--- src/hdl/particle_physics_step_top_defines.svh ---
// ----------------------------------------------------------------------------
// particle_physics_step_top_defines.svh
// Assertion macros for the particle step pipeline control.
// ----------------------------------------------------------------------------
`ifndef PARTICLE_PHYSICS_STEP_TOP_DEFINES_SVH
`define PARTICLE_PHYSICS_STEP_TOP_DEFINES_SVH

// expr must hold at every edge outside reset
`define PPS_ASSERT_ALWAYS(name, clk, rst, expr, msg) \
   name: assert property (@(posedge clk) disable iff (rst) (expr)) \
      else $error(msg);

// ante implies cons in the same cycle
`define PPS_ASSERT_IMPL(name, clk, rst, ante, cons, msg) \
   name: assert property (@(posedge clk) disable iff (rst) (ante) |-> (cons)) \
      else $error(msg);

`endif

--- src/hdl/pps_pkg.sv ---
// ----------------------------------------------------------------------------
// pps_pkg
// Types, constants and fixed-point helpers for the particle step pipeline.
// ----------------------------------------------------------------------------
package pps_pkg;

   // pipeline split
   localparam int unsigned FLIGHT_STAGES = 6;
   localparam int unsigned GROUND_STAGES = 4;
   localparam int unsigned PIPE_DEPTH    = FLIGHT_STAGES + GROUND_STAGES;

   // register map (word index)
   localparam logic [2:0] REG_GRAVITY_X      = 3'd0;
   localparam logic [2:0] REG_GRAVITY_Y      = 3'd1;
   localparam logic [2:0] REG_DAMPING        = 3'd2;
   localparam logic [2:0] REG_BOUNCE         = 3'd3;
   localparam logic [2:0] REG_SURFACE_GRIP   = 3'd4;
   localparam logic [2:0] REG_COLLIDE_ENABLE = 3'd5;
   localparam logic [2:0] REG_STICK_ENABLE   = 3'd6;
   localparam logic [2:0] REG_CONTACT_OFFSET = 3'd7;

   localparam int unsigned CSR_ADDR_W = 5;

   // reset values
   localparam logic signed [31:0] RST_GRAVITY_X      = 32'sd0;
   localparam logic signed [31:0] RST_GRAVITY_Y      = -32'sd13107200;
   localparam logic [15:0]        RST_DAMPING        = 16'd32113;
   localparam logic [15:0]        RST_BOUNCE         = 16'd9830;
   localparam logic [15:0]        RST_SURFACE_GRIP   = 16'd31130;
   localparam logic               RST_COLLIDE_ENABLE = 1'b1;
   localparam logic               RST_STICK_ENABLE   = 1'b0;
   localparam logic [30:0]        RST_CONTACT_OFFSET = 31'd65536;

   // ground plane at -200.0 in Q16.16, stick threshold 100.0 in Q32.32
   localparam logic signed [31:0] GROUND_Y    = -32'sd13107200;
   localparam logic [64:0]        STICK_LIMIT = 65'h64_0000_0000;
   localparam logic [23:0]        AGE_MAX     = 24'hFF_FFFF;

   localparam logic signed [33:0] SAT_HI = 34'sd2147483647;
   localparam logic signed [33:0] SAT_LO = -34'sd2147483648;

   typedef struct packed {
      logic signed [31:0] gravity_x;
      logic signed [31:0] gravity_y;
      logic [15:0]        damping;
      logic [15:0]        bounce;
      logic [15:0]        surface_grip;
      logic               collide_enable;
      logic               stick_enable;
      logic [30:0]        contact_offset;
   } pps_cfg_type;

   typedef struct packed {
      logic signed [31:0] pos_x;
      logic signed [31:0] pos_y;
      logic signed [31:0] vel_x;
      logic signed [31:0] vel_y;
      logic [23:0]        age_now;
      logic [23:0]        life_limit;
      logic               stuck_in;
      logic signed [31:0] rot_angle;
      logic signed [31:0] rot_rate;
      logic [15:0]        time_step;
   } pps_item_type;

   // fields that ride along unchanged (or settled early) down the pipe
   typedef struct packed {
      logic signed [31:0] pos_x;
      logic signed [31:0] pos_y;
      logic signed [31:0] vel_x;
      logic signed [31:0] vel_y;
      logic signed [31:0] angle;
      logic [23:0]        age;
      logic               active;
      logic               stuck;
      logic [15:0]        dt;
   } pps_carry_type;

   // hand-off from flight to ground section
   typedef struct packed {
      pps_carry_type      c;
      logic signed [31:0] vx_damp;
      logic signed [31:0] vy_damp;
      logic signed [31:0] px_move;
      logic signed [31:0] py_move;
      logic signed [31:0] vx_bnc;
      logic signed [31:0] vy_bnc;
   } pps_mid_type;

   typedef struct packed {
      logic signed [31:0] new_pos_x;
      logic signed [31:0] new_pos_y;
      logic signed [31:0] new_vel_x;
      logic signed [31:0] new_vel_y;
      logic [23:0]        new_age;
      logic               still_active;
      logic               stuck_out;
      logic signed [31:0] new_angle;
   } pps_rsp_type;

   function automatic logic signed [31:0] sat32(input logic signed [33:0] v);
      logic signed [31:0] r;
      if (v > SAT_HI) begin
         r = 32'sh7FFF_FFFF;
      end else if (v < SAT_LO) begin
         r = 32'sh8000_0000;
      end else begin
         r = v[31:0];
      end
      return r;
   endfunction

   function automatic logic signed [31:0] add_sat(input logic signed [31:0] a,
                                                  input logic signed [31:0] b);
      return sat32(34'(a) + 34'(b));
   endfunction

   function automatic logic signed [31:0] neg_sat(input logic signed [31:0] a);
      return sat32(-(34'(a)));
   endfunction

   // Q16.16 times unsigned 16-bit factor, exact
   function automatic logic signed [48:0] mul_u16(input logic signed [31:0] a,
                                                  input logic [15:0] f);
      return 49'(a) * 49'($signed({1'b0, f}));
   endfunction

   // round half up, drop 16 fraction bits, saturate
   function automatic logic signed [31:0] rnd_q16(input logic signed [48:0] p);
      logic signed [48:0] b;
      logic signed [32:0] q;
      b = p + 49'sd32768;
      q = b[48:16];
      return sat32(34'(q));
   endfunction

   // round half up, drop 15 fraction bits, saturate
   function automatic logic signed [31:0] rnd_q15(input logic signed [48:0] p);
      logic signed [48:0] b;
      logic signed [33:0] q;
      b = p + 49'sd16384;
      q = b[48:15];
      return sat32(q);
   endfunction

   function automatic logic [63:0] square(input logic signed [31:0] a);
      logic signed [63:0] s;
      s = 64'(a) * 64'(a);
      return s;
   endfunction

endpackage

--- src/hdl/pps_pipe_ctl.sv ---
// ----------------------------------------------------------------------------
// pps_pipe_ctl
// Valid bits and per-stage load enables; bubbles collapse under stall.
// ----------------------------------------------------------------------------
`include "particle_physics_step_top_defines.svh"

module pps_pipe_ctl (
   input  logic                             clock,
   input  logic                             reset,
   input  logic                             in_valid,
   output logic                             in_stall,
   output logic                             out_valid,
   input  logic                             out_stall,
   output logic [pps_pkg::PIPE_DEPTH-1:0]   stage_en
);
   import pps_pkg::*;

   logic [PIPE_DEPTH-1:0] v_ff, v_in;
   logic                  in_acc, out_acc;

   // a stage loads when empty or when the one after it moves on
   always_comb begin
      stage_en[PIPE_DEPTH-1] = !v_ff[PIPE_DEPTH-1] || !out_stall;
      for (int i = PIPE_DEPTH - 2; i >= 0; i--) begin
         stage_en[i] = !v_ff[i] || stage_en[i+1];
      end
   end

   always_comb begin
      v_in = v_ff;
      if (stage_en[0]) begin
         v_in[0] = in_valid;
      end
      for (int i = 1; i < PIPE_DEPTH; i++) begin
         if (stage_en[i]) begin
            v_in[i] = v_ff[i-1];
         end
      end
   end

   always_ff @(posedge clock) begin
      if (reset) begin
         v_ff <= '0;
      end else begin
         v_ff <= v_in;
      end
   end

   assign in_stall  = !stage_en[0];
   assign out_valid = v_ff[PIPE_DEPTH-1];
   assign in_acc    = in_valid && !in_stall;
   assign out_acc   = out_valid && !out_stall;

   // input only backs up once every stage holds a word
   `PPS_ASSERT_IMPL(a_stall_only_full, clock, reset, in_stall, &v_ff, "input stalled with a bubble in the pipe")
   // a word leaving the tail frees room at the head in the same cycle
   `PPS_ASSERT_IMPL(a_drain_opens_head, clock, reset, out_acc, !in_stall, "tail moved but head stalled")
   // words in flight track accepts minus deliveries
   `PPS_ASSERT_IMPL(a_count_kept, clock, reset, !$past(reset), $countones(v_ff) == $past($countones(v_ff)) + $past(in_acc) - $past(out_acc), "word count lost or duplicated")

endmodule

--- config.mk ---
export PLATFORM = sky130hd
export DESIGN_NAME = pps_pipe_ctl
export DESIGN_NICKNAME = d
export VERILOG_FILES = /design/src/hdl/pps_pkg.sv /design/src/hdl/pps_pipe_ctl.sv
export VERILOG_INCLUDE_DIRS = /design/src /design/src/hdl
export SDC_FILE = /design/constraint.sdc
export NUM_CORES = 1
export LEC_CHECK = 0
export ABC_AREA = 1
export BUFFER_PORTS_ARGS = -buffer_cell sky130_fd_sc_hd__buf_2
export CAP_MARGIN = 25
export CELL_PAD_IN_SITES_DETAIL_PLACEMENT = 0
export CELL_PAD_IN_SITES_GLOBAL_PLACEMENT = 1
export CORE_UTILIZATION = 28
export DETAILED_ROUTE_END_ITERATION = 6
export PLACE_DENSITY_LB_ADDON = 0.1
export SYNTH_ARGS = -nofsm -noshare
export SYNTH_HDL_FRONTEND = slang
export SYNTH_SLANG_ARGS = --single-unit
--- constraint.sdc ---
create_clock -name clock -period 0.95 [get_ports clock]
set_input_delay 0.0475 -clock clock [delete_from_list [all_inputs] [get_ports clock]]
set_output_delay 0.0475 -clock clock [all_outputs]
set_load 0.02 [all_outputs]
---- Yosys cells after proc, flatten, opt, wreduce, memory -nomap -nowiden ----
Index checks and enable logic that the tools add are counted.
word-level totals
  bits in registers ....................... 10
  latch bits .............................. 0
  RAM bits ................................ 0
  memory bits (read-only) ................. 0
  bits of input ports ..................... 4
  output and inout bits ................... 12
  memories ................................ 0
operators by class
  add/subtract/negate cells ............... 0
  multiply operators ...................... 0
  divide/modulo/power cells ............... 0
  magnitude comparators ................... 0
  eq/ne operators ......................... 0
  shifts and indexed selects .............. 0
  multiplexer cells ....................... 0
  bitwise operators ....................... 0
  reductions and logical operators ........ 22
operators with widths
  cell               number
  1-bit logical NOT  12
  1-bit logical OR   10

---- Longest topological paths before layout ----
  depth after elaboration ................. 12
  depth in mapped cells ................... 6
  gate-level depth less buffers ........... 6

---- Least setup slack after synthesis ----
Ideal clock, no wire load.
  path kind ............................... register to register
  start point ............................. register v_ff[9]
  end point ............................... register v_ff[2]
  setup time .............................. 68 ps
  arrival ................................. 1511 ps
  slack ................................... -629 ps
  stages on the path, launching flop included .. 7
  buffers on the path ..................... 0
  period minus slack after synthesis ...... 1579 ps
  path through ............................ dfxtp_1 -> nand3_2 -> nor2_4 -> nand4_4 -> nor2_4 -> nand2_1 -> a21oi_2
between the ends
  longest elaborated chain between the ends .. 9
ends and longest elaborated chain
  item                           RTL line            RTL
  start: declaration             pps_pipe_ctl.sv:18  logic [PIPE_DEPTH-1:0] v_ff, v_in;
  start signal: assignment       pps_pipe_ctl.sv:45  v_ff <= v_in;
  1-bit logical NOT              pps_pipe_ctl.sv:23  stage_en[PIPE_DEPTH-1] = !v_ff[PIPE_DEPTH-1] || !out_stall;
  1-bit logical OR               pps_pipe_ctl.sv:23
  1-bit logical OR               pps_pipe_ctl.sv:25  stage_en[i] = !v_ff[i] || stage_en[i+1];
  via stage_en (one bit)         pps_pipe_ctl.sv:14  output logic [pps_pkg::PIPE_DEPTH-1:0] stage_en
  1-bit logical OR (4 in a row)  pps_pipe_ctl.sv:25
  via stage_en (one bit)         pps_pipe_ctl.sv:14
  1-bit logical OR (2 in a row)  pps_pipe_ctl.sv:25
  via stage_en (one bit)         pps_pipe_ctl.sv:14
The timed path passes the listed nets, and every way through them passes these cells.
A chain may end at the register's enable or synchronous reset.

---- Worst setup path after layout ----
  start point ............................. register v_ff[8]
  end point ............................... output port in_stall
between the ends
  longest elaborated chain between the ends .. 11
ends and longest elaborated chain
  item                           RTL line            RTL
  1-bit logical NOT              pps_pipe_ctl.sv:25
  1-bit logical OR (9 in a row)  pps_pipe_ctl.sv:25
  1-bit logical NOT              pps_pipe_ctl.sv:49  assign in_stall = !stage_en[0];
  end: declaration               pps_pipe_ctl.sv:11  output logic in_stall,
Every way passes these cells.

==> results_dict.tcl <==
set metrics [dict create \
    slowest_delay_ns 0.35 \
    portBuffers 15 \
    gp_congestion 0.545 \
    clock-sinks 10 \
    synth_area_leaders "dfxtp_1 (48%), inv_1 (11%), nand4_4 (10%)" \
    setup_viol_count_final 19 \
    synth.avg_cell_area_um2 9.29 \
    grt_max_degree 11 \
    clockBufferDepth 2 \
    largest_reg_flops 10 \
    ios 16 \
    area_growth_pct 85.3 \
    leakage_nw 0.328 \
    r2r_end "v_ff[0]" \
    failed_checks "setup timing" \
    holdCritPathClass "input pin to register" \
    slew_headroom 0.813 \
    slowest_stage "dfxtp_2" \
    yosysWarnings 0 \
    final_area_um2 774 \
    holdPathEnd "v_ff[0]" \
    gr-total-overflow 0 \
    crit_chain "nand3_4 > nor2_4 > nand4_4 > nor2_4 > nand4_4 > inv_2 > buf_6" \
    num_antenna_cells 0 \
    fp.dieW_um 40.6 \
    drive_above_1_share 0.671 \
    synthCells 45 \
    path_delay_family "simple AND/OR/NAND/NOR gates" \
    hpwl_um 575 \
    post_drt_via_cell_ratio 4.16 \
    reg2reg_from "v_ff[8]" \
    cp.required_ns 0.90 \
    grt_pass1_vias 352 \
    grtUsageMet2 0.222 \
    rrSetupSlack_ns -0.45 \
    root_buffer "clkbuf_4" \
    drt_iter0_drc 6 \
    yosysSeqAreaShare 0.479 \
    drv_cap 0 \
    path_max_fanout 4 \
    whs_path_depth 3 \
    endpoint_kind "output port" \
    skew_ns 0.0113 \
    die_y_um 40.6 \
    grt_use_met1 0.145 \
    crit_path_start_kind "register" \
    yosys.area.top_type "dfxtp_1" \
    synth_area_um2 418 \
    dieArea_um2 1650 \
    slew_viol_final 0 \
    cts_hold_buf 0 \
    drc 0 \
    finalCritPeriodShare 1.54 \
    post-route-min-period_ns 1.46 \
    use_met3 0.0815 \
    ctsHtreeMaxLevel 1 \
    worstMarginPinSlew_ns 0.280 \
    track_usage 0.134 \
    fin_ws_ns -0.513 \
    critical_path_buf_inv_count 2 \
    first_pass_iters 4 \
    cts_tree "built" \
    placed_area_um2 567 \
    min_from "in_valid" \
    routed_wl_um 870 \
    pwr_density_cell_nw_per_um2 993 \
    synth-async-reset-ratio 0 \
    rsz0062_at_grt "yes" \
    syn-num-nets 49 \
    arrival_ns 1.42 \
    postRouteAntennaNets 0 \
    status "finished, violations left" \
    rows 13 \
    pre_cts_slack_ns -0.330 \
    synthFlopType "dfxtp_1" \
    clkTransAtPathRegs_ns 0.07 \
    grt_most_used_layer "met2" \
    reg2regPathDepth 8 \
    synth_common_cells "inv_1 (12), dfxtp_1 (10), a21oi_1 (5)" \
    synth_top_area_share 0.479 \
    timing_hold_violations_final 0 \
    synth.most_common_cell "inv_1" \
    synth-edff-count 0 \
    fmax_mhz 683 \
    clk_latency_ns 0.27 \
    dr_total_vias 391 \
    numCtsBuffers 3 \
    start_util 0.310 \
    ys_ff_latch 10 \
    fin_nets 84 \
    wl_per_cell_um 9.26 \
    reg_top3 "v_ff (10)" \
    antenna_found_initial 0 \
    peakVddDrop_uv 600 \
    largest_register "v_ff" \
    critPathKind "register to output port" \
    core_area_um2 1350 \
    grt_pass1_wl_um 1410 \
    final_util 0.574 \
    synth.distinct_cells 11 \
]
report_power, final:
group / total [W] / internal [W] / switching (W)
Combinational: 0.0000262 / 0.00000935 / 0.0000169
Clock: 0.000312 / 0.000162 / 0.000149
Sequential: 0.000432 / 0.000423 / 0.00000873
Total: 0.000769 / 0.000594 / 0.000175
cells in the final DEF, fill, tap and decap left out:
| master | n |
|---|---|
| buf_6 | 15 |
| buf_4 | 12 |
| inv_1 | 9 |
| dfxtp_1 | 8 |
| a21oi_2 | 4 |
| nor2_1 | 4 |
| a21oi_1 | 4 |
| buf_2 | 4 |
| nand2_2 | 3 |
| nor2_4 | 3 |
| inv_2 | 3 |
| clkbuf_4 | 3 |
| nand3_4 | 2 |
| nand4_4 | 2 |
| clkbuf_1 | 1 |
| dfxtp_2 | 1 |
| dfxtp_4 | 1 |
kinds of logic after synthesis:
group | Yosys count | share of synthesized area
DFF | 10 | 0.479
and+or+nand+nor | 14 | 0.281
buffers and inverters | 13 | 0.117
AOI/OAI and AO/OA | 8 | 0.123
layout make-up:
class,count,area [um2]
well taps,15,18.8
inverters,12,45.0
clock buffers,4,26.3
multi-input cells,22,200
fillers,131,576
repair buffers,31,279
flip-flops and latches,10,205
worst min-delay path, cell delays in order:
cell	delay (ns)
buf_2	0.09
inv_1	0.05
a21oi_2	0.04
through the flow:
step | cells | hold slack [ns] | total power, W | setup TNS [ns]
after floorplan | 45 | 0.192 | 0.000456 | -3.79
after global placement | 79 | 0.305 | 0.000468 | -2.31
after detailed placement | 79 | 0.302 | 0.000468 | -2.61
after CTS | 92 | 0.0235 | 0.000779 | -5.64
after global routing | 94 | 0.0161 | 0.000806 | -7.33
final | 94 | 0.0202 | 0.000769 | -5.75
routing by layer:
metal	share of wire	vias to the layer above
li1	-	206
met1	0.44	172
met2	0.50	13
met3	0.063	0
met4	0	0
met5	0	-
what timing repair did:
action,CTS,global route
setup buffers,9,5
pin swaps,3,4
gates resized for setup,25,10
endpoints found under the setup margin,18,19
how the worst max path moves through the flow:
stage	depth (start not counted)	end	startpoint
after floorplan	6	v_ff[0]	v_ff[9]
final	7	in_stall	v_ff[8]
after CTS	6	stage_en[0]	v_ff[8]
after detailed placement	7	in_stall	v_ff[8]
after global routing	7	in_stall	v_ff[8]
after global placement	7	in_stall	v_ff[8]
Note: power is estimated with default switching activity, not from simulation.
