File: src/hdl/particle_physics_step_top_defines.svh
// ----------------------------------------------------------------------------
// particle_physics_step_top_defines.svh
// Assertion macros for the particle step pipeline control.
// ----------------------------------------------------------------------------
`ifndef PARTICLE_PHYSICS_STEP_TOP_DEFINES_SVH
`define PARTICLE_PHYSICS_STEP_TOP_DEFINES_SVH

// expr must hold at every edge outside reset
`define PPS_ASSERT_ALWAYS(name, clk, rst, expr, msg) \
   name: assert property (@(posedge clk) disable iff (rst) (expr)) \
      else $error(msg);

// ante implies cons in the same cycle
`define PPS_ASSERT_IMPL(name, clk, rst, ante, cons, msg) \
   name: assert property (@(posedge clk) disable iff (rst) (ante) |-> (cons)) \
      else $error(msg);

`endif

File: src/hdl/pps_pkg.sv
// ----------------------------------------------------------------------------
// pps_pkg
// Types, constants and fixed-point helpers for the particle step pipeline.
// ----------------------------------------------------------------------------
package pps_pkg;

   // pipeline split
   localparam int unsigned FLIGHT_STAGES = 6;
   localparam int unsigned GROUND_STAGES = 4;
   localparam int unsigned PIPE_DEPTH    = FLIGHT_STAGES + GROUND_STAGES;

   // register map (word index)
   localparam logic [2:0] REG_GRAVITY_X      = 3'd0;
   localparam logic [2:0] REG_GRAVITY_Y      = 3'd1;
   localparam logic [2:0] REG_DAMPING        = 3'd2;
   localparam logic [2:0] REG_BOUNCE         = 3'd3;
   localparam logic [2:0] REG_SURFACE_GRIP   = 3'd4;
   localparam logic [2:0] REG_COLLIDE_ENABLE = 3'd5;
   localparam logic [2:0] REG_STICK_ENABLE   = 3'd6;
   localparam logic [2:0] REG_CONTACT_OFFSET = 3'd7;

   localparam int unsigned CSR_ADDR_W = 5;

   // reset values
   localparam logic signed [31:0] RST_GRAVITY_X      = 32'sd0;
   localparam logic signed [31:0] RST_GRAVITY_Y      = -32'sd13107200;
   localparam logic [15:0]        RST_DAMPING        = 16'd32113;
   localparam logic [15:0]        RST_BOUNCE         = 16'd9830;
   localparam logic [15:0]        RST_SURFACE_GRIP   = 16'd31130;
   localparam logic               RST_COLLIDE_ENABLE = 1'b1;
   localparam logic               RST_STICK_ENABLE   = 1'b0;
   localparam logic [30:0]        RST_CONTACT_OFFSET = 31'd65536;

   // ground plane at -200.0 in Q16.16, stick threshold 100.0 in Q32.32
   localparam logic signed [31:0] GROUND_Y    = -32'sd13107200;
   localparam logic [64:0]        STICK_LIMIT = 65'h64_0000_0000;
   localparam logic [23:0]        AGE_MAX     = 24'hFF_FFFF;

   localparam logic signed [33:0] SAT_HI = 34'sd2147483647;
   localparam logic signed [33:0] SAT_LO = -34'sd2147483648;

   typedef struct packed {
      logic signed [31:0] gravity_x;
      logic signed [31:0] gravity_y;
      logic [15:0]        damping;
      logic [15:0]        bounce;
      logic [15:0]        surface_grip;
      logic               collide_enable;
      logic               stick_enable;
      logic [30:0]        contact_offset;
   } pps_cfg_type;

   typedef struct packed {
      logic signed [31:0] pos_x;
      logic signed [31:0] pos_y;
      logic signed [31:0] vel_x;
      logic signed [31:0] vel_y;
      logic [23:0]        age_now;
      logic [23:0]        life_limit;
      logic               stuck_in;
      logic signed [31:0] rot_angle;
      logic signed [31:0] rot_rate;
      logic [15:0]        time_step;
   } pps_item_type;

   // fields that ride along unchanged (or settled early) down the pipe
   typedef struct packed {
      logic signed [31:0] pos_x;
      logic signed [31:0] pos_y;
      logic signed [31:0] vel_x;
      logic signed [31:0] vel_y;
      logic signed [31:0] angle;
      logic [23:0]        age;
      logic               active;
      logic               stuck;
      logic [15:0]        dt;
   } pps_carry_type;

   // hand-off from flight to ground section
   typedef struct packed {
      pps_carry_type      c;
      logic signed [31:0] vx_damp;
      logic signed [31:0] vy_damp;
      logic signed [31:0] px_move;
      logic signed [31:0] py_move;
      logic signed [31:0] vx_bnc;
      logic signed [31:0] vy_bnc;
   } pps_mid_type;

   typedef struct packed {
      logic signed [31:0] new_pos_x;
      logic signed [31:0] new_pos_y;
      logic signed [31:0] new_vel_x;
      logic signed [31:0] new_vel_y;
      logic [23:0]        new_age;
      logic               still_active;
      logic               stuck_out;
      logic signed [31:0] new_angle;
   } pps_rsp_type;

   function automatic logic signed [31:0] sat32(input logic signed [33:0] v);
      logic signed [31:0] r;
      if (v > SAT_HI) begin
         r = 32'sh7FFF_FFFF;
      end else if (v < SAT_LO) begin
         r = 32'sh8000_0000;
      end else begin
         r = v[31:0];
      end
      return r;
   endfunction

   function automatic logic signed [31:0] add_sat(input logic signed [31:0] a,
                                                  input logic signed [31:0] b);
      return sat32(34'(a) + 34'(b));
   endfunction

   function automatic logic signed [31:0] neg_sat(input logic signed [31:0] a);
      return sat32(-(34'(a)));
   endfunction

   // Q16.16 times unsigned 16-bit factor, exact
   function automatic logic signed [48:0] mul_u16(input logic signed [31:0] a,
                                                  input logic [15:0] f);
      return 49'(a) * 49'($signed({1'b0, f}));
   endfunction

   // round half up, drop 16 fraction bits, saturate
   function automatic logic signed [31:0] rnd_q16(input logic signed [48:0] p);
      logic signed [48:0] b;
      logic signed [32:0] q;
      b = p + 49'sd32768;
      q = b[48:16];
      return sat32(34'(q));
   endfunction

   // round half up, drop 15 fraction bits, saturate
   function automatic logic signed [31:0] rnd_q15(input logic signed [48:0] p);
      logic signed [48:0] b;
      logic signed [33:0] q;
      b = p + 49'sd16384;
      q = b[48:15];
      return sat32(q);
   endfunction

   function automatic logic [63:0] square(input logic signed [31:0] a);
      logic signed [63:0] s;
      s = 64'(a) * 64'(a);
      return s;
   endfunction

endpackage

File: src/hdl/pps_csr.sv
// ----------------------------------------------------------------------------
// pps_csr
// Configuration registers behind the APB-style port.
// ----------------------------------------------------------------------------
module pps_csr (
   input  logic                            clock,
   input  logic                            reset,
   input  logic                            psel,
   input  logic                            penable,
   input  logic                            pwrite,
   input  logic [pps_pkg::CSR_ADDR_W-1:0]  paddr,
   input  logic [31:0]                     pwdata,
   output logic [31:0]                     prdata,
   output logic                            pready,
   output pps_pkg::pps_cfg_type            cfg
);
   import pps_pkg::*;

   pps_cfg_type cfg_ff, cfg_in;
   logic        wr_en;
   logic [2:0]  reg_idx;

   assign pready  = 1'b1;
   assign wr_en   = psel && penable && pwrite;
   assign reg_idx = paddr[CSR_ADDR_W-1:2];
   assign cfg     = cfg_ff;

   always_comb begin
      cfg_in = cfg_ff;
      if (wr_en) begin
         case (reg_idx)
            REG_GRAVITY_X:      cfg_in.gravity_x      = pwdata;
            REG_GRAVITY_Y:      cfg_in.gravity_y      = pwdata;
            REG_DAMPING:        cfg_in.damping        = pwdata[15:0];
            REG_BOUNCE:         cfg_in.bounce         = pwdata[15:0];
            REG_SURFACE_GRIP:   cfg_in.surface_grip   = pwdata[15:0];
            REG_COLLIDE_ENABLE: cfg_in.collide_enable = pwdata[0];
            REG_STICK_ENABLE:   cfg_in.stick_enable   = pwdata[0];
            REG_CONTACT_OFFSET: cfg_in.contact_offset = pwdata[30:0];
            default:            cfg_in = cfg_ff;
         endcase
      end
   end

   always_ff @(posedge clock) begin
      if (reset) begin
         cfg_ff.gravity_x      <= RST_GRAVITY_X;
         cfg_ff.gravity_y      <= RST_GRAVITY_Y;
         cfg_ff.damping        <= RST_DAMPING;
         cfg_ff.bounce         <= RST_BOUNCE;
         cfg_ff.surface_grip   <= RST_SURFACE_GRIP;
         cfg_ff.collide_enable <= RST_COLLIDE_ENABLE;
         cfg_ff.stick_enable   <= RST_STICK_ENABLE;
         cfg_ff.contact_offset <= RST_CONTACT_OFFSET;
      end else begin
         cfg_ff <= cfg_in;
      end
   end

   always_comb begin
      case (reg_idx)
         REG_GRAVITY_X:      prdata = cfg_ff.gravity_x;
         REG_GRAVITY_Y:      prdata = cfg_ff.gravity_y;
         REG_DAMPING:        prdata = 32'(cfg_ff.damping);
         REG_BOUNCE:         prdata = 32'(cfg_ff.bounce);
         REG_SURFACE_GRIP:   prdata = 32'(cfg_ff.surface_grip);
         REG_COLLIDE_ENABLE: prdata = 32'(cfg_ff.collide_enable);
         REG_STICK_ENABLE:   prdata = 32'(cfg_ff.stick_enable);
         REG_CONTACT_OFFSET: prdata = 32'(cfg_ff.contact_offset);
         default:            prdata = '0;
      endcase
   end

endmodule

File: config.mk
export PLATFORM = sky130hd
export DESIGN_NAME = pps_csr
export DESIGN_NICKNAME = d
export VERILOG_FILES = /design/src/hdl/particle_physics_step_top_defines.svh /design/src/hdl/pps_pkg.sv /design/src/hdl/pps_csr.sv
export SDC_FILE = /design/constraint.sdc
export NUM_CORES = 1
export LEC_CHECK = 0
export BUFFER_PORTS_ARGS = -buffer_cell sky130_fd_sc_hd__buf_4
export CELL_PAD_IN_SITES_DETAIL_PLACEMENT = 1
export CELL_PAD_IN_SITES_GLOBAL_PLACEMENT = 1
export CORE_MARGIN = 8
export CORE_UTILIZATION = 43
export CTS_BUF_LIST = sky130_fd_sc_hd__clkbuf_2
export CTS_CLUSTER_SIZE = 24
export DETAILED_ROUTE_END_ITERATION = 12
export PLACE_DENSITY = 0.9
export SETUP_SLACK_MARGIN = 0.05
export SLEW_MARGIN = 20
export SYNTH_ARGS = -nofsm -noshare
export SYNTH_HDL_FRONTEND = slang
export SYNTH_SLANG_ARGS = --single-unit
File: constraint.sdc
create_clock -name clock -period 2.9 [get_ports clock]
set_input_delay 0.29 -clock clock [delete_from_list [all_inputs] [get_ports clock]]
set_output_delay 0.29 -clock clock [all_outputs]
set_load 0.01 [all_outputs]
# == Yosys cells after proc, flatten, opt, wreduce, memory -nomap -nowiden ==
# Cells that the tools add are included.
# Widths: inputs -> output; s select.
# classes
n_eq_ne,7
muxes,1
reduce_logical,11
# ops
op,n
$pmux 32 s8,1
$reduce_and 2->1,8
$eq 3x3->1 const B,4
$eq 3x2->1 const B,2
$eq 3x1->1 const B,1
$logic_not 3->1,1
$logic_and 1x1->1,2
# totals
register_bits,145
output_inout_bits,178
wordCells,27

# == Depth between registers and ports, before layout ==
# Gate-level depths: netlist of run 1.
# logic_depth
ltp_word,3
mapped_depth,6

# == Least setup slack after synthesis of run 1 ==
# OpenSTA, ideal clock, no wires.
# synth_timing
kind,input-to-output
startpoint,input paddr[2] (netlist bit)
endpoint,output prdata[3]
t_arrival_ns,1.239
required_time_ns,2.610
path_slack_ns,1.371
stages,6
path_cell_list,buf_4 > buf_6 > nor2_1 > buf_2 > nand2_1 > a31oi_1
# synth_via
elab_chain_cells,2
elab_cells_between_ends,9
classes_between,7 x eq/ne; 1 x mux; 1 x reduce/logical
# synth_lines
item,line,source
from (decl),pps_csr.sv:11,"input logic [pps_pkg::CSR_ADDR_W-1:0] paddr,"
$eq 3x3->1 (tied with other cells),pps_csr.sv:61,case (reg_idx)
$pmux 32 s8 *,pps_csr.sv:61,
to (decl),pps_csr.sv:13,"output logic [31:0] prdata,"
# Every way passes the cells marked *; elsewhere a longest branch is shown, timed or not.

# == Worst setup path after layout of run 1 ==
# layout_timing
startpoint,"register cfg_ff, in the netlist cfg[49]"
endpoint,output prdata[0]
# layout_via
elab_chain_cells,1
# layout_lines
item,line,source
from (decl),pps_csr.sv:19,"pps_cfg_type cfg_ff, cfg_in;"
from (signal assigned),pps_csr.sv:56,cfg_ff <= cfg_in;
$pmux 32 s8,pps_csr.sv:61,
# No other way between the ends.

==> results.rst, run 1 <==
.. list-table::
   :header-rows: 1

   * - Metric
     - Value
   * - Maximum number of buffers from clock root to sink
     - 2
   * - Number of placement rows
     - 47
   * - Final critical delay including setup and external delays
     - 2.380 ns
   * - Final ANT Viol Nets
     - 0
   * - Critical path arrival
     - 2.09 ns
   * - Width of the die
     - 144.4 microns
   * - Fillcell total
     - 1948
   * - Number of unique standard cell types used by synthesis
     - 44
   * - # nets final
     - 1019
   * - Total standard cell area after synthesis
     - 7084 sq um
   * - Most frequently used cell type in the post-synthesis netlist
     - dfxtp_1
   * - Top_reg_cell synth
     - dfxtp_1
   * - Violation count after the first detailed-route iteration
     - 315
   * - Total power divided by cell area
     - 400.5 nW/um^2
   * - Most instantiated cells after synthesis
     - dfxtp_1, mux2i_1, nand2b_1
   * - Total routed wirelength
     - 26030 microns
   * - Register bit total from synthesis
     - 145
   * - CP max FO
     - 3
   * - Final number of setup-violating endpoints
     - 0
   * - Buffers inserted during post-CTS setup optimization
     - 0
   * - Starting Density
     - 0.4333
   * - Syn_area_per_cell
     - 9.346 sq um
   * - Capture endpoint of the worst hold path
     - cfg[111]$_SDFFE_PP1P_
   * - Critical path launch point type
     - flop
   * - Req. time, crit path
     - 2.61 ns
   * - Placeable core region
     - 16350 sq um
   * - Crit path capture type
     - output port
   * - Number of cells on the worst reg-to-reg path
     - 2
   * - Final slew viol count
     - 0
   * - Initial antenna violation count
     - 1
   * - PostCTS Resize Cnt
     - 0
   * - Number of CTS-inserted buffers
     - 17
   * - Post-route clock period utilization
     - 0.8208
   * - Number of flip-flops under the largest register name
     - 145
   * - GPL Wtd Cong
     - 0.7593
   * - Total clock sinks
     - 145
   * - Area fraction of the dominant cell type after synthesis
     - 0.4097
   * - Headroom to the max-slew limit
     - 0.4899
   * - Half-perimeter wire length after placement
     - 17950 microns
   * - Clock-pin slew of the registers on the worst-case setup and hold paths
     - 0.21 ns
   * - DRC violations left
     - 0
   * - Peak Freq
     - 420.1 MHz
   * - Status
     - completed
   * - Fraction of layout instances using a drive strength above 1
     - 0.2818
   * - Number of enable flip-flop cells after synthesis
     - 0
   * - Count of maximum capacitance violations
     - 0
   * - Number of I/O pins
     - 220
   * - Worst R2R Setup Slack
     - 2.01 ns
   * - Number of global-route vias before repair
     - 7105
   * - Setup repair after global routing missed its margin
     - false
   * - Ys async rst share
     - 0
   * - Detailed-route wire length per cell
     - 21.49 microns
   * - Total die area
     - 20840 sq um
   * - Number of warning messages in the yosys log
     - 0
   * - Number of cells traversed by the worst hold path
     - 3
   * - Synthesized Nets
     - 800
   * - Number of vias per cell
     - 5.425
   * - Final total power
     - 0.003739 W
   * - Count of vias placed by the detailed router
     - 6570
   * - Aggregate global-route resource usage
     - 0.2468
   * - Die Span Y
     - 144.4 microns
   * - Worst hold-check path type
     - input pin to flop
   * - Worst reg2reg path endpoint
     - cfg[58]$_SDFFE_PP1P_
   * - TritonCTS clock tree
     - yes
   * - Proportion of synthesized chip area in sequential cells
     - 0.4097
   * - Final Hold Fails
     - 0
   * - Worst R2R Start
     - cfg[58]$_SDFFE_PP1P_
   * - Largest net degree at the start of global routing
     - 87
   * - Post-DP Area
     - 8776 sq um
   * - Worst IR Drop VDD
     - 196.8 uV
   * - Cell type contributing the most total cell area after synthesis
     - dfxtp_1
   * - Area of all placed cells without fillers
     - 9336 sq um
   * - GRT Residual Overflow
     - 0
   * - Start-to-end type of the worst setup path
     - flop to output port
   * - Number of input and output port buffers inserted
     - 216
   * - Actual slew at the worst max-slew pin
     - 0.7651 ns
   * - Clock root buffer master
     - clkbuf_2
   * - Worst clock skew
     - 0 ns
   * - Core utilization of the finished layout
     - 0.5711
   * - Syn Inst Count
     - 758
   * - Wire length of the first global-routing pass
     - 39270 microns
   * - Setup tns final
     - 0 ns
   * - P_leak
     - 4.384 nW
   * - CTS H-tree depth
     - 4
   * - Largest cells by area after synthesis
     - dfxtp_1, mux2i_1, nand2b_1
   * - Number of iterations in the first detailed-routing pass
     - 5
   * - Min-delay src
     - reset
   * - Clock insertion delay at the later pin of the skew report
     - 0.73 ns
   * - Signed area change from the synthesized netlist to the final layout
     - 31.79%
==> routing by layer <==
metal  vias up  part of all wire  GRT usage
met1      3255              0.41     0.2825
met2       237              0.49     0.4268
li1       3039                 -          -
met3        39             0.073    0.06999
met5         -                 0          0
met4         0             0.021    0.09474
==> logic make-up after synthesis <==
| family | share of synthesized area |
|---|---|
| buffers and inverters | 0.05263 |
| other | 0.0005293 |
| DFF | 0.4097 |
| muxes | 0.2294 |
| and+or+nand+nor | 0.2201 |
| AOI/OAI and AO/OA | 0.08760 |
==> per-stage QoR <==
stage	std cells	setup slack, ns	hold WS (ns)
floorplan	758	1.371	0.4080
global placement	1146	0.6099	0.4728
detailed placement	1146	0.5923	0.4859
CTS	1210	0.4543	0.002587
global route	1211	0.4455	0.03719
finish	1211	0.5195	0.05072
==> cells in the final DEF, fill, tap and decap left out, drive strengths merged, types with 2 or more instances in the layout <==
cell type,instances
nand2,24
dfxtp,145
a21boi,5
and3,5
buf,234
mux2i,144
clkbuf,19
o21ai,36
o211ai,2
mux2,10
nand2b,126
nor4bb,9
clkinvlp,2
dlygate4sd3,32
mux4,3
a22oi,9
nand3,27
o2bb2ai,2
bufinv,3
and2,2
clkinv,7
a2bb2oi,3
a211o,2
o21a,2
o32a,3
nor2,82
a21oi,40
==> critical path: stages, from the launching register on <==
cell and delay, ns:
dfxtp_1 0.39, mux4_1 0.54, mux2_2 0.28, buf_4 0.14
==> repair_timing <==
action                     CTS  global route
hold endpoints to repair   145             0
hold buffers                32             0
setup endpoints to repair    0             0
==> report_power, final <==
part | leakage [nW] | internal [W] | switching (W)
sequential | 1.17 | 0.00201 | 0.0000138
combinational | 3.07 | 0.000227 | 0.000270
clock | 0.142 | 0.000473 | 0.000744
total | 4.38 | 0.00271 | 0.00103
==> final cells by class <==
| type | count | area (sq um) | share of cell area |
|---|---|---|---|
| antenna | 1 | 2.502 | 0.0002680 |
| clock buffer | 19 | 95.09 | 0.01018 |
| clock inverter | 13 | 142.6 | 0.01528 |
| multi-input combinational | 547 | 3816 | 0.4087 |
| sequential | 145 | 2903 | 0.3109 |
| tap | 220 | 275.3 | 0.02948 |
| timing repair buffer | 266 | 2102 | 0.2251 |
==> how the worst max path moves through the flow <==
stage,from,end,cells after the start
floorplan,paddr[2],prdata[3],6
global placement,paddr[2],cfg[56]$_SDFFE_PP0P_,4
CTS,cfg[32]$_SDFFE_PP1P_,prdata[0],3
global route,cfg[32]$_SDFFE_PP1P_,prdata[0],3
detailed placement,paddr[2],cfg[57]$_SDFFE_PP0P_,4
finish,cfg[49]$_SDFFE_PP0P_,prdata[0],3
Note: power is estimated with default switching activity, not from simulation.
==> run 2: changes to the inputs <==
Settings changed: ABC_AREA set to 1, CORE_UTILIZATION 43 to 32, PLACE_DENSITY 0.9 to 0.79.
Clock period 2.9 ns to 2 ns, I/O delays scaled along.
==> results.rst, run 2 <==
.. list-table::
   :header-rows: 1

   * - Metric
     - Value
   * - Number of vias per cell
     - 5.018 (was 5.425)
   * - Commonest cells after routing, fill and taps aside
     - buf_4, nor2_1, nand2_1 (was buf_4, dfxtp_1, mux2i_1)
   * - CTS H-tree depth
     - 4 (unchanged)
   * - TritonCTS clock tree
     - yes (unchanged)
   * - Start-to-end type of the worst setup path
     - input pin to flop (was flop to output port)
   * - Most frequently used cell type in the post-synthesis netlist
     - nor2_1 (was dfxtp_1)
   * - Psw
     - 0.001665 W (was 0.001028 W)
   * - Post-route clock period utilization
     - 0.9558
   * - Syn Inst Count
     - 920 (was 758)
   * - Number of global-route vias before repair
     - 7536 (was 7105)
   * - Aggregate global-route resource usage
     - 0.2250 (was 0.2468)
   * - Area fraction in and, or, nand and nor cells after synthesis
     - 0.3643 (was 0.2201)
   * - Starting Density
     - 0.3256 (was 0.4333)
   * - Maximum number of buffers from clock root to sink
     - 2 (unchanged)
   * - P_leak
     - 4.361 nW (was 4.384 nW)
   * - # nets final
     - 1228 (was 1019)
   * - Count of maximum capacitance violations
     - 0 (unchanged)
   * - Total power divided by cell area
     - 601.9 nW/um^2 (was 400.5 nW/um^2)
   * - Number of enable flip-flop cells after synthesis
     - 0 (unchanged)
   * - Ordered list of cells on the worst path
     - dlygate4sd3_1 -> buf_4 -> nand3_2 -> buf_6 -> nor2_1 -> nand2_1 -> dlygate4sd3_1 -> nand3_1 -> dlygate4sd3_1 (was mux4_1 -> mux2_2 -> buf_4)
   * - Share of power burned in registers
     - 0.529 (was 0.542)
   * - Width of the die
     - 156.7 microns (was 144.4 microns)
   * - Critical path arrival
     - 2.66 ns (was 2.09 ns)
   * - Setup repair after global routing missed its margin
     - true (was false)
   * - Final ANT Viol Nets
     - 0 (unchanged)
   * - Violation count after the first detailed-route iteration
     - 496 (was 315)
   * - Number of cells on the worst reg-to-reg path
     - 4 (was 2)
   * - Headroom to the max-slew limit
     - 0.4170 (was 0.4899)
   * - Worst R2R Start
     - cfg[32]$_SDFFE_PP1P_ (was cfg[58]$_SDFFE_PP1P_)
   * - Largest cells by area after synthesis
     - dfxtp_1, nor2_1, nand2_1 (was dfxtp_1, mux2i_1, nand2b_1)
   * - Fillcell total
     - 2491 (was 1948)
   * - Number of CTS-inserted buffers
     - 17 (unchanged)
   * - Worst Setup Slack post-DPL
     - 0.1323 ns (was 0.5923 ns)
   * - Main combinational cell family by area after synthesis
     - simple AND/OR/NAND/NOR gates (was multiplexers)
   * - GPL Wtd Cong
     - 0.8000 (was 0.7593)
   * - Number of unique standard cell types used by synthesis
     - 23 (was 44)
   * - Critical path launch point type
     - input pin (was flop)
   * - Slowest stage delay, CP
     - 0.56 ns (was 0.54 ns)
   * - Worst IR Drop VDD
     - 301.0 uV (was 196.8 uV)
   * - Count of vias placed by the detailed router
     - 7347 (was 6570)
   * - Final critical delay including setup and external delays
     - 1.912 ns
   * - DRC violations left
     - 0 (unchanged)
   * - Proportion of synthesized chip area in sequential cells
     - 0.4580 (was 0.4097)
   * - Final Hold Fails
     - 0 (unchanged)
   * - Number of cells traversed by the worst hold path
     - 5 (was 3)
   * - Top_reg_cell synth
     - dfxtp_1 (unchanged)
   * - Adder-cell area share of the yosys netlist
     - 0 (unchanged)
   * - Share of synthesized area spent on multiplexers
     - 0 (was 0.2294)
   * - Synthesized Nets
     - 962 (was 800)
   * - Final number of setup-violating endpoints
     - 0 (unchanged)
   * - Total routed wirelength
     - 28340 microns (was 26030 microns)
   * - Most instantiated cells after synthesis
     - nor2_1, nand2_1, dfxtp_1 (was dfxtp_1, mux2i_1, nand2b_1)
   * - Total standard cell area after synthesis
     - 6337 sq um (was 7084 sq um)
   * - Number of placement rows
     - 51 (was 47)
   * - Actual slew at the worst max-slew pin
     - 0.8735 ns (was 0.7651 ns)
   * - Worst clock skew
     - 0 ns (unchanged)
   * - Register bit total from synthesis
     - 145 (unchanged)
   * - Number of input and output port buffers inserted
     - 216 (unchanged)
   * - Total clock sinks
     - 145 (unchanged)
   * - Clock-pin slew of the registers on the worst-case setup and hold paths
     - 0.25 ns (was 0.21 ns)
   * - Internal power
     - 0.003944 W (was 0.002711 W)
   * - Final slew viol count
     - 0 (unchanged)
   * - Crit path top cell by count
     - dlygate4sd3_1
   * - CP max FO
     - 17 (was 3)
   * - Number of warning messages in the yosys log
     - 0 (unchanged)
   * - Number of iterations in the first detailed-routing pass
     - 4 (was 5)
   * - Clock network power share
     - 0.344 (was 0.325)
   * - Fraction of layout instances using a drive strength above 1
     - 0.3155 (was 0.2818)
   * - Crit path launch
     - penable (was cfg[49]$_SDFFE_PP0P_)
   * - Ys async rst share
     - 0 (unchanged)
   * - Number of I/O pins
     - 220 (unchanged)
   * - Total die area
     - 24560 sq um (was 20840 sq um)
   * - Clock root buffer master
     - clkbuf_2 (unchanged)
   * - Min-delay src
     - paddr[3] (was reset)
   * - GRT Residual Overflow
     - 0 (unchanged)
   * - Placeable core region
     - 19460 sq um (was 16350 sq um)
   * - Wire length of the first global-routing pass
     - 42660 microns (was 39270 microns)
   * - Number of flip-flops under the largest register name
     - 145 (unchanged)
   * - Die Span Y
     - 156.7 microns (was 144.4 microns)
   * - Combinational Power Share
     - 0.127 (was 0.133)
   * - Largest net degree at the start of global routing
     - 100 (was 87)
   * - Area fraction of the dominant cell type after synthesis
     - 0.4580 (was 0.4097)
   * - Initial antenna violation count
     - 1 (unchanged)
   * - Leading cell type in the layout, fill and taps excluded
     - buf_4 (unchanged)
   * - Final setup margin
     - 0.08834 ns (was 0.5195 ns)
   * - Req. time, crit path
     - 2.75 ns (was 2.61 ns)
   * - Crit path capture type
     - flop (was output port)
   * - Worst hold-check path type
     - input pin to flop (unchanged)
   * - Share of the synthesized area in compound gates (AO/OA/AOI/OAI)
     - 0.1023 (was 0.08760)
   * - Proportion of total power due to net switching
     - 0.2969 (was 0.2749)
   * - Syn_area_per_cell
     - 6.888 sq um (was 9.346 sq um)
   * - Area share of xor/xnor cells in the synthesized design
     - 0 (unchanged)
   * - Half-perimeter wire length after placement
     - 18830 microns (was 17950 microns)
   * - Detailed-route wire length per cell
     - 19.36 microns (was 21.49 microns)
   * - Signed area change from the synthesized netlist to the final layout
     - 47.05% (was 31.79%)
   * - Cell type contributing the most total cell area after synthesis
     - dfxtp_1 (unchanged)
   * - CP max-delay cell
     - dlygate4sd3_1 (was mux4_1)
   * - Peak Freq
     - 523.1 MHz
   * - Status
     - completed (unchanged)
   * - Setup tns final
     - 0 ns (unchanged)
   * - Clock insertion delay at the later pin of the skew report
     - 0.78 ns (was 0.73 ns)
run 2: cell count changes after synthesis, sizes merged, moves of 6 or more:
cell    previous run  this run
nand2             24       196
mux2i            144         0
nor2              82       222
nand2b           126         0
o21ai             36       107
nand3             27        76
inv                0        42
a21oi             40         0
nor3               1        33
nand4              0        19
mux2              10         0
nor4bb             9         0
a22oi              9        15
run 2: cell families after synthesis:
family	Yosys count
AND/OR/NAND/NOR	546
flip-flops	145
AO/OA/AOI/OAI	122
buffers and inverters	106
other	1
run 2: area by class of cell:
cell class / count / area (sq um) / area share
Antenna cell: 1 / 2.502 / 0.0002685
Clock buffer: 17 / 85.08 / 0.009130
Clock inverter: 14 / 177.7 / 0.01907
Inverter: 43 / 162.7 / 0.01745
Multi-Input combinational cell: 670 / 3089 / 0.3315
Sequential cell: 145 / 2948 / 0.3163
Tap cell: 265 / 331.6 / 0.03558
Timing Repair Buffer: 309 / 2522 / 0.2707
run 2: repair_timing:
item	in CTS	in global routing
cloned	0	1
hold endpoints to repair	145	0
gates resized for setup	29	55
pin swaps	2	16
hold buffers	50	0
endpoints found under the setup margin	14	22
buffers inserted	14	9
run 2: stage by stage:
step	total power (W)	utilization	instance area, sq um	hold WS (ns)	cells
after global routing	0.005843	0.4788	9319	0.04776	1464
after CTS	0.005613	0.4669	9086	0.01909	1453
after floorplan	0.003292	-	6337	0.3132	920
final	0.005609	0.4788	9319	0.09160	1464
after detailed placement	0.003627	0.4192	8159	0.4307	1358
after global placement	0.003615	0.4192	8159	0.4212	1358
run 2: final timing paths:
check	to	slack, ns
setup / recovery	cfg[32]$_SDFFE_PP1P_	0.09
hold / removal	cfg[31]$_SDFFE_PP0P_	0.09
setup reg to reg	cfg[32]$_SDFFE_PP1P_	0.70
hold reg to reg	cfg[34]$_SDFFE_PP1P_	0.50
run 2: power groups by stage:
stage,combinational (W),sequential [W],clock [W]
after floorplan,0.000260,0.00303,0
after global placement,0.000593,0.00302,0
after detailed placement,0.000604,0.00302,0
after CTS,0.000683,0.00297,0.00196
after global routing,0.000768,0.00297,0.00210
final,0.000713,0.00297,0.00193
run 2: metal layers:
| metal | GRT usage | wire, microns |
|---|---|---|
| met1 | 0.2625 | 11640 |
| met2 | 0.3787 | 13870 |
| met3 | 0.06757 | 1999 |
| met4 | 0.09062 | 831 |
| met5 | 0 | 0 |
run 2: critical path, delay by kind of cell:
| kind | cells | cell delay [ns] |
|---|---|---|
| simple gates | 4 | 0.45 |
| buf+inv | 5 | 2.00 |
